## src/hw/rtl/pidc_pkg.sv

```systemverilog
// Shared types, constants and helper functions of the PID step block.
`default_nettype none

package pidc_pkg;

  // Fixed-point format of all values and the width of the internal stores.
  localparam int FRAC_BITS = 16;
  localparam int DATA_W    = 32;
  localparam int LIM_W     = DATA_W - 1;

  // Shared multiplier: one signed operand one bit wider than a word (the
  // error difference), one word-wide signed operand.
  localparam int MUL_A_W = DATA_W + 1;
  localparam int MUL_B_W = DATA_W;
  localparam int PROD_W  = MUL_A_W + MUL_B_W;

  // The accumulator holds a sum of three saturated words.
  localparam int ACC_W = DATA_W + 2;

  // Gains whose magnitude exceeds about 0.001 count as active.
  localparam int GAIN_TH = (1 << FRAC_BITS) / 1000;

  // Stream and register port geometry.
  localparam int IN_TDATA_W  = 104;
  localparam int IN_TUSER_W  = 2;
  localparam int OUT_TDATA_W = 40;
  localparam int CFG_AW      = 5;
  localparam int CFG_DW      = 32;
  localparam int REG_IDX_W   = CFG_AW - 2;

  typedef enum logic [1:0] {
    ACT_UPDATE = 2'd0,
    ACT_CLEAR  = 2'd1,
    ACT_LOAD   = 2'd2
  } action_t;

  typedef enum logic [REG_IDX_W-1:0] {
    REG_GAIN_P   = 3'd0,
    REG_GAIN_I   = 3'd1,
    REG_GAIN_D   = 3'd2,
    REG_STEP_T   = 3'd3,
    REG_STEP_R   = 3'd4,
    REG_INT_LIM  = 3'd5,
    REG_OUT_LIM  = 3'd6
  } reg_idx_t;

  typedef enum logic [2:0] {
    MSEL_DERIV,
    MSEL_INT,
    MSEL_PROP,
    MSEL_GD,
    MSEL_GI
  } mul_sel_t;

  typedef enum logic [1:0] {
    ACC_HOLD,
    ACC_LOAD,
    ACC_ADD
  } acc_op_t;

  typedef enum logic [1:0] {
    STORE_HOLD,
    STORE_COMMIT,
    STORE_CLEAR,
    STORE_LOAD
  } store_op_t;

  typedef enum logic [3:0] {
    ST_IDLE,
    ST_ERR,
    ST_MISC,
    ST_ISS_D,
    ST_ISS_I,
    ST_ISS_P,
    ST_ISS_GD,
    ST_INT,
    ST_ISS_GI,
    ST_ADD_D,
    ST_WAIT,
    ST_ADD_I,
    ST_OUT
  } ctrl_state_t;

  typedef struct packed {
    logic [DATA_W-1:0] gain_p;
    logic [DATA_W-1:0] gain_i;
    logic [DATA_W-1:0] gain_d;
    logic [LIM_W-1:0]  step_time;
    logic [LIM_W-1:0]  step_rate;
    logic [LIM_W-1:0]  integral_limit;
    logic [LIM_W-1:0]  output_limit;
  } pidc_cfg_t;

  typedef struct packed {
    logic      capture;
    logic      err_ld;
    mul_sel_t  mul_sel;
    store_op_t store_op;
    acc_op_t   acc_op;
    logic      out_ld;
  } pidc_cmd_t;

  typedef struct packed {
    logic [1:0] action;
    logic       commit;
    logic       out_free;
  } pidc_sts_t;

  // Sign-extend a word to accumulator width.
  function automatic logic [ACC_W-1:0] ext_w(input logic [DATA_W-1:0] x);
    return {{(ACC_W-DATA_W){x[DATA_W-1]}}, x};
  endfunction

  // Saturate an accumulator-width value to a signed word.
  function automatic logic [DATA_W-1:0] sat_w(input logic [ACC_W-1:0] x);
    logic all_one;
    logic all_zero;
    all_one  = &x[ACC_W-1:DATA_W-1];
    all_zero = ~|x[ACC_W-1:DATA_W-1];
    if (all_one || all_zero) begin
      return x[DATA_W-1:0];
    end else if (x[ACC_W-1]) begin
      return {1'b1, {(DATA_W-1){1'b0}}};
    end else begin
      return {1'b0, {(DATA_W-1){1'b1}}};
    end
  endfunction

  // Clamp a signed word to +-lim; a zero limit leaves the value alone.
  function automatic logic [DATA_W-1:0] clamp_mag(input logic [DATA_W-1:0] x,
                                                 input logic [LIM_W-1:0]  lim);
    logic signed [DATA_W-1:0] xs;
    logic signed [DATA_W-1:0] pos;
    logic signed [DATA_W-1:0] neg;
    xs  = $signed(x);
    pos = $signed({1'b0, lim});
    neg = -pos;
    if (lim == '0) begin
      return x;
    end else if (xs > pos) begin
      return pos;
    end else if (xs < neg) begin
      return neg;
    end else begin
      return x;
    end
  endfunction

  function automatic logic gain_big(input logic [DATA_W-1:0] g);
    logic signed [DATA_W-1:0] th;
    th = $signed(DATA_W'(GAIN_TH));
    return ($signed(g) > th) || ($signed(g) < -th);
  endfunction

endpackage

`default_nettype wire

```

## src/hw/rtl/pidc_regs.sv

```systemverilog
// Configuration register file behind the APB-style port.
`default_nettype none

module pidc_regs (
  input  logic                        clk,
  input  logic                        rst_n,
  input  logic                        psel,
  input  logic                        penable,
  input  logic                        pwrite,
  input  logic [pidc_pkg::CFG_AW-1:0] paddr,
  input  logic [pidc_pkg::CFG_DW-1:0] pwdata,
  output logic [pidc_pkg::CFG_DW-1:0] prdata,
  output logic                        pready,
  output pidc_pkg::pidc_cfg_t         cfg
);
  import pidc_pkg::*;

  pidc_cfg_t cfg_r;
  pidc_cfg_t cfg_nxt;
  reg_idx_t  idx;
  logic      wr_en;

  assign pready = 1'b1;
  assign idx    = reg_idx_t'(paddr[CFG_AW-1:2]);
  assign wr_en  = psel & penable & pwrite;
  assign cfg    = cfg_r;

  always_comb begin
    cfg_nxt = cfg_r;
    if (wr_en) begin
      unique case (idx)
        REG_GAIN_P:  cfg_nxt.gain_p         = pwdata[DATA_W-1:0];
        REG_GAIN_I:  cfg_nxt.gain_i         = pwdata[DATA_W-1:0];
        REG_GAIN_D:  cfg_nxt.gain_d         = pwdata[DATA_W-1:0];
        REG_STEP_T:  cfg_nxt.step_time      = pwdata[LIM_W-1:0];
        REG_STEP_R:  cfg_nxt.step_rate      = pwdata[LIM_W-1:0];
        REG_INT_LIM: cfg_nxt.integral_limit = pwdata[LIM_W-1:0];
        REG_OUT_LIM: cfg_nxt.output_limit   = pwdata[LIM_W-1:0];
        default:     cfg_nxt = cfg_r;
      endcase
    end
  end

  always_comb begin
    unique case (idx)
      REG_GAIN_P:  prdata = cfg_r.gain_p;
      REG_GAIN_I:  prdata = cfg_r.gain_i;
      REG_GAIN_D:  prdata = cfg_r.gain_d;
      REG_STEP_T:  prdata = {1'b0, cfg_r.step_time};
      REG_STEP_R:  prdata = {1'b0, cfg_r.step_rate};
      REG_INT_LIM: prdata = {1'b0, cfg_r.integral_limit};
      REG_OUT_LIM: prdata = {1'b0, cfg_r.output_limit};
      default:     prdata = '0;
    endcase
  end

  always_ff @(posedge clk) begin
    if (!rst_n) begin
      cfg_r <= '0;
    end else begin
      cfg_r <= cfg_nxt;
    end
  end

endmodule

`default_nettype wire

```

## src/hw/rtl/pidc_mul.sv

```systemverilog
// Three-stage fixed-point multiplier with truncation and saturation.
`default_nettype none

module pidc_mul (
  input  logic                         clk,
  input  logic [pidc_pkg::MUL_A_W-1:0] op_a,
  input  logic [pidc_pkg::MUL_B_W-1:0] op_b,
  output logic [pidc_pkg::DATA_W-1:0]  res
);
  import pidc_pkg::*;

  localparam int SH_W = PROD_W - FRAC_BITS;

  logic [MUL_A_W-1:0] mag_a_r;
  logic [MUL_B_W-1:0] mag_b_r;
  logic               neg1_r;
  logic [PROD_W-1:0]  prod_r;
  logic               neg2_r;
  logic [DATA_W-1:0]  res_r;

  logic [SH_W-1:0]    shifted;
  logic [DATA_W-1:0]  max_mag;
  logic [DATA_W-1:0]  mag;
  logic               over;

  // Work in sign and magnitude so that the shift truncates toward zero.
  always_ff @(posedge clk) begin
    mag_a_r <= op_a[MUL_A_W-1] ? (~op_a + MUL_A_W'(1)) : op_a;
    mag_b_r <= op_b[MUL_B_W-1] ? (~op_b + MUL_B_W'(1)) : op_b;
    neg1_r  <= op_a[MUL_A_W-1] ^ op_b[MUL_B_W-1];
    prod_r  <= PROD_W'(mag_a_r) * PROD_W'(mag_b_r);
    neg2_r  <= neg1_r;
    res_r   <= neg2_r ? (~mag + DATA_W'(1)) : mag;
  end

  always_comb begin
    shifted = prod_r[PROD_W-1:FRAC_BITS];
    max_mag = neg2_r ? {1'b1, {(DATA_W-1){1'b0}}} : {1'b0, {(DATA_W-1){1'b1}}};
    over    = (|shifted[SH_W-1:DATA_W]) || (shifted[DATA_W-1:0] > max_mag);
    mag     = over ? max_mag : shifted[DATA_W-1:0];
  end

  assign res = res_r;

endmodule

`default_nettype wire

```

## src/hw/rtl/pidc_datapath.sv

```systemverilog
// Datapath: item registers, error and integral stores, accumulator, output word.
`default_nettype none

module pidc_datapath (
  input  logic                             clk,
  input  logic                             rst_n,
  input  logic [pidc_pkg::IN_TDATA_W-1:0]  in_tdata,
  input  logic [pidc_pkg::IN_TUSER_W-1:0]  in_tuser,
  input  pidc_pkg::pidc_cfg_t              cfg,
  input  pidc_pkg::pidc_cmd_t              cmd,
  output pidc_pkg::pidc_sts_t              sts,
  output logic                             out_tvalid,
  input  logic                             out_tready,
  output logic [pidc_pkg::OUT_TDATA_W-1:0] out_tdata
);
  import pidc_pkg::*;

  logic [1:0]        act_r;
  logic [DATA_W-1:0] sp_r;
  logic [DATA_W-1:0] ms_r;
  logic              commit_r;
  logic [DATA_W-1:0] load_r;
  logic [DATA_W-1:0] err_r;
  logic [DATA_W-1:0] last_err_r;
  logic [DATA_W-1:0] last_err_nxt;
  logic [DATA_W-1:0] int_r;
  logic [DATA_W-1:0] int_nxt;
  logic [ACC_W-1:0]  acc_r;
  logic              out_valid_r;
  logic              out_valid_nxt;
  logic [DATA_W-1:0] drive_r;
  logic              active_r;

  logic [MUL_A_W-1:0] mul_a;
  logic [MUL_B_W-1:0] mul_b;
  logic [DATA_W-1:0]  mul_res;
  logic [DATA_W-1:0]  err_nxt;
  logic [DATA_W-1:0]  int_acc;
  logic [DATA_W-1:0]  drive_fin;
  logic               active_fin;

  pidc_mul u_mul (
    .clk  (clk),
    .op_a (mul_a),
    .op_b (mul_b),
    .res  (mul_res)
  );

  assign err_nxt = sat_w(ext_w(sp_r) - ext_w(ms_r));

  // Operand selection for the shared multiplier.
  always_comb begin
    unique case (cmd.mul_sel)
      MSEL_DERIV: begin
        mul_a = {err_r[DATA_W-1], err_r} - {last_err_r[DATA_W-1], last_err_r};
        mul_b = {1'b0, cfg.step_rate};
      end
      MSEL_INT: begin
        mul_a = {err_r[DATA_W-1], err_r};
        mul_b = {1'b0, cfg.step_time};
      end
      MSEL_PROP: begin
        mul_a = {err_r[DATA_W-1], err_r};
        mul_b = cfg.gain_p;
      end
      MSEL_GD: begin
        // A zero step time switches the derivative term off.
        mul_a = (cfg.step_time == '0) ? '0 : {mul_res[DATA_W-1], mul_res};
        mul_b = cfg.gain_d;
      end
      MSEL_GI: begin
        mul_a = {int_r[DATA_W-1], int_r};
        mul_b = cfg.gain_i;
      end
      default: begin
        mul_a = '0;
        mul_b = '0;
      end
    endcase
  end

  assign int_acc = clamp_mag(sat_w(ext_w(int_r) + ext_w(mul_res)), cfg.integral_limit);

  always_comb begin
    int_nxt      = int_r;
    last_err_nxt = last_err_r;
    unique case (cmd.store_op)
      STORE_HOLD: begin
        int_nxt = int_r;
      end
      STORE_COMMIT: begin
        int_nxt      = int_acc;
        last_err_nxt = err_r;
      end
      STORE_CLEAR: begin
        int_nxt      = '0;
        last_err_nxt = '0;
      end
      STORE_LOAD: begin
        int_nxt = load_r;
      end
      default: begin
        int_nxt = int_r;
      end
    endcase
  end

  assign drive_fin  = (act_r == ACT_UPDATE) ?
                      clamp_mag(sat_w(acc_r), cfg.output_limit) : '0;
  assign active_fin = gain_big(cfg.gain_p) | gain_big(cfg.gain_i) | gain_big(cfg.gain_d);

  always_comb begin
    out_valid_nxt = out_valid_r;
    if (cmd.out_ld) begin
      out_valid_nxt = 1'b1;
    end else if (out_tready) begin
      out_valid_nxt = 1'b0;
    end
  end

  // Payload registers.
  always_ff @(posedge clk) begin
    if (cmd.capture) begin
      act_r    <= in_tuser;
      sp_r     <= in_tdata[31:0];
      ms_r     <= in_tdata[63:32];
      commit_r <= in_tdata[64];
      load_r   <= in_tdata[96:65];
    end
    if (cmd.err_ld) begin
      err_r <= err_nxt;
    end
    unique case (cmd.acc_op)
      ACC_HOLD: acc_r <= acc_r;
      ACC_LOAD: acc_r <= ext_w(mul_res);
      ACC_ADD:  acc_r <= acc_r + ext_w(mul_res);
      default:  acc_r <= acc_r;
    endcase
    if (cmd.out_ld) begin
      drive_r  <= drive_fin;
      active_r <= active_fin;
    end
  end

  // The stores that reset clears: last error, integral and output valid flag.
  always_ff @(posedge clk) begin
    if (!rst_n) begin
      last_err_r  <= '0;
      int_r       <= '0;
      out_valid_r <= 1'b0;
    end else begin
      last_err_r  <= last_err_nxt;
      int_r       <= int_nxt;
      out_valid_r <= out_valid_nxt;
    end
  end

  assign sts.action   = act_r;
  assign sts.commit   = commit_r;
  assign sts.out_free = ~out_valid_r | out_tready;

  assign out_tvalid = out_valid_r;
  assign out_tdata  = {{(OUT_TDATA_W-DATA_W-1){1'b0}}, active_r, drive_r};

endmodule

`default_nettype wire

```

## src/hw/rtl/pidc_ctrl.sv

```systemverilog
// Controller: fixed schedule of multiplier issues and accumulations per item.
`default_nettype none

module pidc_ctrl (
  input  logic                clk,
  input  logic                rst_n,
  input  logic                in_tvalid,
  output logic                in_tready,
  input  pidc_pkg::pidc_sts_t sts,
  output pidc_pkg::pidc_cmd_t cmd
);
  import pidc_pkg::*;

  ctrl_state_t state_r;
  ctrl_state_t state_nxt;

  always_ff @(posedge clk) begin
    if (!rst_n) begin
      state_r <= ST_IDLE;
    end else begin
      state_r <= state_nxt;
    end
  end

  // Multiplier results appear once they have passed the multiplier's registers;
  // the schedule below lines every consumer up with that delay.
  always_comb begin
    state_nxt    = state_r;
    in_tready    = 1'b0;
    cmd.capture  = 1'b0;
    cmd.err_ld   = 1'b0;
    cmd.mul_sel  = MSEL_DERIV;
    cmd.store_op = STORE_HOLD;
    cmd.acc_op   = ACC_HOLD;
    cmd.out_ld   = 1'b0;
    unique case (state_r)
      ST_IDLE: begin
        in_tready = 1'b1;
        if (in_tvalid) begin
          cmd.capture = 1'b1;
          state_nxt   = ST_ERR;
        end
      end
      ST_ERR: begin
        cmd.err_ld = 1'b1;
        state_nxt  = (sts.action == ACT_UPDATE) ? ST_ISS_D : ST_MISC;
      end
      ST_MISC: begin
        unique case (sts.action)
          ACT_CLEAR: cmd.store_op = STORE_CLEAR;
          ACT_LOAD:  cmd.store_op = STORE_LOAD;
          default:   cmd.store_op = STORE_HOLD;
        endcase
        state_nxt = ST_OUT;
      end
      ST_ISS_D: begin
        cmd.mul_sel = MSEL_DERIV;
        state_nxt   = ST_ISS_I;
      end
      ST_ISS_I: begin
        cmd.mul_sel = MSEL_INT;
        state_nxt   = ST_ISS_P;
      end
      ST_ISS_P: begin
        cmd.mul_sel = MSEL_PROP;
        state_nxt   = ST_ISS_GD;
      end
      ST_ISS_GD: begin
        cmd.mul_sel = MSEL_GD;
        state_nxt   = ST_INT;
      end
      ST_INT: begin
        cmd.store_op = sts.commit ? STORE_COMMIT : STORE_HOLD;
        state_nxt    = ST_ISS_GI;
      end
      ST_ISS_GI: begin
        cmd.mul_sel = MSEL_GI;
        cmd.acc_op  = ACC_LOAD;
        state_nxt   = ST_ADD_D;
      end
      ST_ADD_D: begin
        cmd.acc_op = ACC_ADD;
        state_nxt  = ST_WAIT;
      end
      ST_WAIT: begin
        state_nxt = ST_ADD_I;
      end
      ST_ADD_I: begin
        cmd.acc_op = ACC_ADD;
        state_nxt  = ST_OUT;
      end
      ST_OUT: begin
        if (sts.out_free) begin
          cmd.out_ld = 1'b1;
          state_nxt  = ST_IDLE;
        end
      end
      default: begin
        state_nxt = ST_IDLE;
      end
    endcase
  end

endmodule

`default_nettype wire

```

## src/hw/rtl/pid_step_with_clamps.sv

```systemverilog
// Top level of the fixed-point PID step block with integral and output clamps.
//
// Usage: software writes the gains, step time, its reciprocal and the two clamp
// limits over the APB-style cfg_ port while the block is idle. Each word on the
// in_ stream is one action chosen by in_tuser: an update step, a clear of the
// error and integral stores, or a load of the integral store. Every word gives
// exactly one result word on the out_ stream: the drive value (zero for actions
// other than an update) and the flag saying whether any gain is significant.
//
// Schedule: an update word runs through the error, issue, integral, add and
// output states; a clear or load word runs through the error, store and output
// states. The next word is taken only after the last result has been loaded
// into the output register. Five products go through a single shared three-stage
// multiplier, and the chains from derivative to derivative-gain product and
// from integral to integral-gain product set the length of the update schedule.
//
// Reset (rst_n low at a clock edge) zeroes the configuration registers, the
// stored error and the integral, returns the controller to idle and empties the
// output register. The output register parts the two sides: a new word is
// accepted while a result waits, and the block stalls only in its last step if
// the previous result has still not been taken.
`default_nettype none

module pid_step_with_clamps (
  input  logic                             clk,
  input  logic                             rst_n,
  // APB-style configuration port.
  input  logic                             cfg_psel,
  input  logic                             cfg_penable,
  input  logic                             cfg_pwrite,
  input  logic [pidc_pkg::CFG_AW-1:0]      cfg_paddr,
  input  logic [pidc_pkg::CFG_DW-1:0]      cfg_pwdata,
  output logic [pidc_pkg::CFG_DW-1:0]      cfg_prdata,
  output logic                             cfg_pready,
  // Input stream.
  input  logic                             in_tvalid,
  output logic                             in_tready,
  // setpoint [31:0], measured [63:32], commit_error [64], load_value [96:65]
  input  logic [pidc_pkg::IN_TDATA_W-1:0]  in_tdata,
  // action [1:0]
  input  logic [pidc_pkg::IN_TUSER_W-1:0]  in_tuser,
  // Result stream.
  output logic                             out_tvalid,
  input  logic                             out_tready,
  // drive [31:0], active [32]
  output logic [pidc_pkg::OUT_TDATA_W-1:0] out_tdata
);
  import pidc_pkg::*;

  pidc_cfg_t cfg;
  pidc_cmd_t cmd;
  pidc_sts_t sts;

  pidc_regs u_regs (
    .clk     (clk),
    .rst_n   (rst_n),
    .psel    (cfg_psel),
    .penable (cfg_penable),
    .pwrite  (cfg_pwrite),
    .paddr   (cfg_paddr),
    .pwdata  (cfg_pwdata),
    .prdata  (cfg_prdata),
    .pready  (cfg_pready),
    .cfg     (cfg)
  );

  pidc_ctrl u_ctrl (
    .clk       (clk),
    .rst_n     (rst_n),
    .in_tvalid (in_tvalid),
    .in_tready (in_tready),
    .sts       (sts),
    .cmd       (cmd)
  );

  pidc_datapath u_dp (
    .clk        (clk),
    .rst_n      (rst_n),
    .in_tdata   (in_tdata),
    .in_tuser   (in_tuser),
    .cfg        (cfg),
    .cmd        (cmd),
    .sts        (sts),
    .out_tvalid (out_tvalid),
    .out_tready (out_tready),
    .out_tdata  (out_tdata)
  );

  // A result is never written over one that has not been taken.
  a_no_overwrite: assert property (@(posedge clk) disable iff (!rst_n)
    cmd.out_ld |-> (!out_tvalid || out_tready))
    else $error("result register overwritten while full");

  // Loading the result register always presents a word next cycle.
  a_load_shows: assert property (@(posedge clk) disable iff (!rst_n)
    cmd.out_ld |=> out_tvalid)
    else $error("loaded result not presented");

  // After a word is accepted the block is busy working on it.
  a_busy_after_accept: assert property (@(posedge clk) disable iff (!rst_n)
    (in_tvalid && in_tready) |=> !in_tready)
    else $error("input accepted again while busy");

  // Input capture only happens on an accepted word.
  a_capture_on_accept: assert property (@(posedge clk) disable iff (!rst_n)
    cmd.capture |-> (in_tvalid && in_tready))
    else $error("item captured without handshake");

endmodule

`default_nettype wire
```

## config.mk

```make
export PLATFORM = sky130hd
export DESIGN_NAME = pid_step_with_clamps
export DESIGN_NICKNAME = d
export VERILOG_FILES = /design/src/hw/rtl/pidc_pkg.sv /design/src/hw/rtl/pidc_regs.sv /design/src/hw/rtl/pidc_mul.sv /design/src/hw/rtl/pidc_datapath.sv /design/src/hw/rtl/pidc_ctrl.sv /design/src/hw/rtl/pid_step_with_clamps.sv
export SDC_FILE = /design/constraint.sdc
export NUM_CORES = 2
export LEC_CHECK = 0
export BUFFER_PORTS_ARGS = -buffer_cell sky130_fd_sc_hd__clkbuf_2
export CORE_MARGIN = 5
export CORE_UTILIZATION = 45
export CTS_CLUSTER_SIZE = 28
export DETAILED_ROUTE_END_ITERATION = 8
export PLACE_DENSITY_LB_ADDON = 0.05
export SYNTH_ARGS = -nofsm -noshare
export SYNTH_HDL_FRONTEND = slang
export SYNTH_SLANG_ARGS = --single-unit
```

## constraint.sdc

```tcl
create_clock -name clk -period 7.45 [get_ports clk]
set_input_delay 0.745 -clock clk [delete_from_list [all_inputs] [get_ports clk]]
set_output_delay 0.745 -clock clk [all_outputs]
set_load 0.005 [all_outputs]
```

==> results.tsv <==
stage	metric	value	unit
outcome	status	finished, violations left	
outcome	violations	DRC	
timing	worstMarginPinSlew	1254	ps
cells_and_area	n_fill_cell	15230	
place	gp_congestion	0.9959	
yosys	synth_top_cells_by_area	fa_1, dfxtp_1, ha_1	
pwr	ir_drop	0.0002577	V
clock_tree	cts_tree	yes	
cells_and_area	area_growth_syn_to_layout	14.75	%
yosys	synth.cell_area	0.07304	mm^2
cells_and_area	nets	10470	
drt	dr.pass1.iters	9	
floorplanning	io_pins	225	
timing	rsz0062_at_grt	yes	
global_route	grt_pass1_wl	390.8	mm
yosys	netlist-cell-type-count	107	
clock_tree	clock_path_buffers	3	
timing	slew_viol_final	0	
place	place_hpwl	209.2	mm
pwr	power.density	352.7	mW/mm^2
yosys	synth_xor_area_share	3.405	%
drt	avgViaCountPerCell	5.546	
drt	routed_wl	256.3	mm
yosys	ys_warn_count	0	
critical_path	cpPeakStageDelay	560	ps
clock_tree	cts_buffers	79	
yosys	synth-seq-area-share	20.12	%
global_route	grt_max_degree	155	
timing	max_freq	0.1344	GHz
timing	slew-limit-headroom	16.42	%
yosys	synth_edf_count	198	
timing	hold_ws	204.9	ps
timing	post-route-period-util	99.86	%
job	cap_violations	0	
floorplanning	num_rows	147	
place	place_area	0.07982	mm^2
critical_path	critPathKind	register to register	
clock_tree	postCtsHoldBufs	0	
clock_tree	cts.sinks	635	
drt	ant_nets	0	
clock_tree	insertion_delay	710	ps
clock_tree	root_buffer	clkbuf_16	
drt	dr_total_vias	61350	
global_route	grt_use_total	30.06	%
drt	drc_errors	3	
yosys	syn_inst	8438	
critical_path	cp-start-kind	register	
floorplanning	fp.dieH	412.9	um
yosys	synth_top_family_by_area	adder cells	
global_route	gr-total-overflow	0	
timing	clock_skew	35.55	ps
place	portBuffers	207	
clock_tree	htreeDepth	3	
yosys	synthFlopType	dfxtp_1	
floorplanning	start_util	45.39	%
critical_path	cp_max_fo	5	
pwr	p_leak	0.03813	uW
hold_path	hold_class	input port to register	
yosys	ys_seq_elements	635	
critical_path	end_kind	register	
timing	period_minus_slack	7439	ps
yosys	syn_avg_cell_area	8.656	um^2
drt	drtIter0Drc	4648	
critical_path	required	8010	ps
yosys	synth.mux.area_fraction	1.364	%
floorplanning	core	0.1609	mm^2
cells_and_area	drive_gt1_share	14.06	%
timing	setup_violations	0	
floorplanning	die_w	412.9	um
drt	routedWlPerCell	23.17	um
yosys	synthAdderAreaFrac	35.19	%
global_route	antenna_found_initial	10	
clock_tree	clkTransAtPathRegs	60	ps
global_route	grt_pass1_vias	62610	
cells_and_area	finalInstanceArea	0.08382	mm^2
yosys	synth_top_cell_area_share	25.46	%
floorplanning	die_area	0.1705	mm^2
yosys	synth-compound-area-share	13.27	%
critical_path	cp.arrival	8000	ps
yosys	synthArstFlopShare	0	%
timing	hold_viol	0	
yosys	synth_top_cell_by_area	fa_1	
critical_path	cp_slowest_cell	fa_2	
yosys	synthSimpleGateAreaFrac	18.08	%
==> cell usage in the layout, fill, tap and decap left out, types with 198 or more instances in the layout <==
cell and instances:
xnor2_1 208, a21oi_1 545, clkbuf_2 207, dfxtp_1 399
ha_1 541, buf_4 463, and2_1 471, nor2_1 287
inv_1 1128, nand2_1 1372, fa_1 881, o21ai_0 245
edfxtp_1 198
==> per-stage QoR <==
stage | utilization, % | std cells | TNS, ps | worst slack, ps | total power (uW)
finish | 52.08 | 11060 | 0 | 10.54 | 29560
global route | 52.07 | 11060 | -1887 | -234.3 | 31590
CTS | 51.77 | 11050 | -14.07 | -11.98 | 29170
detailed placement | 49.60 | 10880 | -8232 | -634.7 | 24590
global placement | 49.60 | 10880 | -8252 | -636.5 | 24490
floorplan | - | 8444 | 0 | 2.583 | 16590
==> cell families after synthesis <==
group / Yosys count
mux: 89
simple gates: 2775
buf+inv: 1642
other cells: 2
xor+xnor: 284
flops: 635
compound gates: 1512
fa+ha+maj: 1499
==> final cells by class <==
class                      instances  area, um^2  share of cell area (%)
antenna                            6       15.01                 0.01791
timing repair buffer             782        6330                   7.552
inverter                        1168        4392                   5.240
clock buffer                     112        2232                   2.663
multi-input combinational       6167       52950                   63.17
sequential                       635       14760                   17.61
clock inverter                    32       435.4                  0.5195
tap                             2160        2703                   3.224
==> worst paths after layout <==
| check | startpoint | end | slack [ps] | depth (start not counted) |
|---|---|---|---|---|
| worst min register to register | u_dp.u_mul.neg1_r$_DFF_P_ | u_dp.u_mul.neg2_r$_DFF_P_ | 330 | 0 |
| worst min-delay path | in_tdata[41] | u_dp.ms_r[9]$_DFFE_PP_ | 200 | 1 |
| worst max register to register | u_dp.u_mul.mag_a_r[17]$_DFF_P_ | u_dp.u_mul.prod_r[59]$_DFF_P_ | 10 | 28 |
| worst max-delay path | u_dp.u_mul.mag_a_r[17]$_DFF_P_ | u_dp.u_mul.prod_r[59]$_DFF_P_ | 10 | 28 |
==> synth_stat cells (all sizes together), types with 137 or more instances <==
cell type / n
and2: 496
inv: 1167
o21ai: 266
ha: 559
clkbuf: 421
a21oi: 563
fa: 929
nand2: 1380
dfxtp: 437
xnor2: 210
edfxtp: 198
a21o: 137
nor2: 293
==> power breakdown <==
part | internal (uW) | switching (uW) | leakage (uW)
clock network | 2260 | 1720 | 0.00128
registers | 4520 | 898 | 0.00540
logic | 8050 | 12100 | 0.0315
total | 14800 | 14700 | 0.0381
==> worst max-delay path: cells and delay by family (launching register included) <==
kind	cells	cell delay (ps)
adder cells (fa/ha/maj)	9	4230
AO/OA/AOI/OAI	9	1790
buffers and inverters	7	600
flip-flops	1	350
AND/OR/NAND/NOR	2	200
XOR/XNOR	1	110
==> registers in the layout (all words and copies together), names as in the netlist, 33 cells and up <==
name                flops
u_dp.acc_r             34
u_dp.u_mul.mag_a_r     33
u_dp.u_mul.prod_r      49
u_regs.cfg            220
==> layer usage <==
metal,vias up,track usage [%],share of wire [%]
met5,-,0,0
met4,0,14.74,6.1
met3,484,3.165,5.3
met2,1934,48.99,46
met1,30490,40.07,43
li1,28440,-,-
==> what timing repair did <==
action / in CTS / in global routing
resized for setup: 209 / 121
setup endpoints to repair: 27 / 53
cloned: 0 / 1
pin swaps: 180 / 79
setup buffers: 26 / 9
Note: power is estimated with default switching activity, not from simulation.
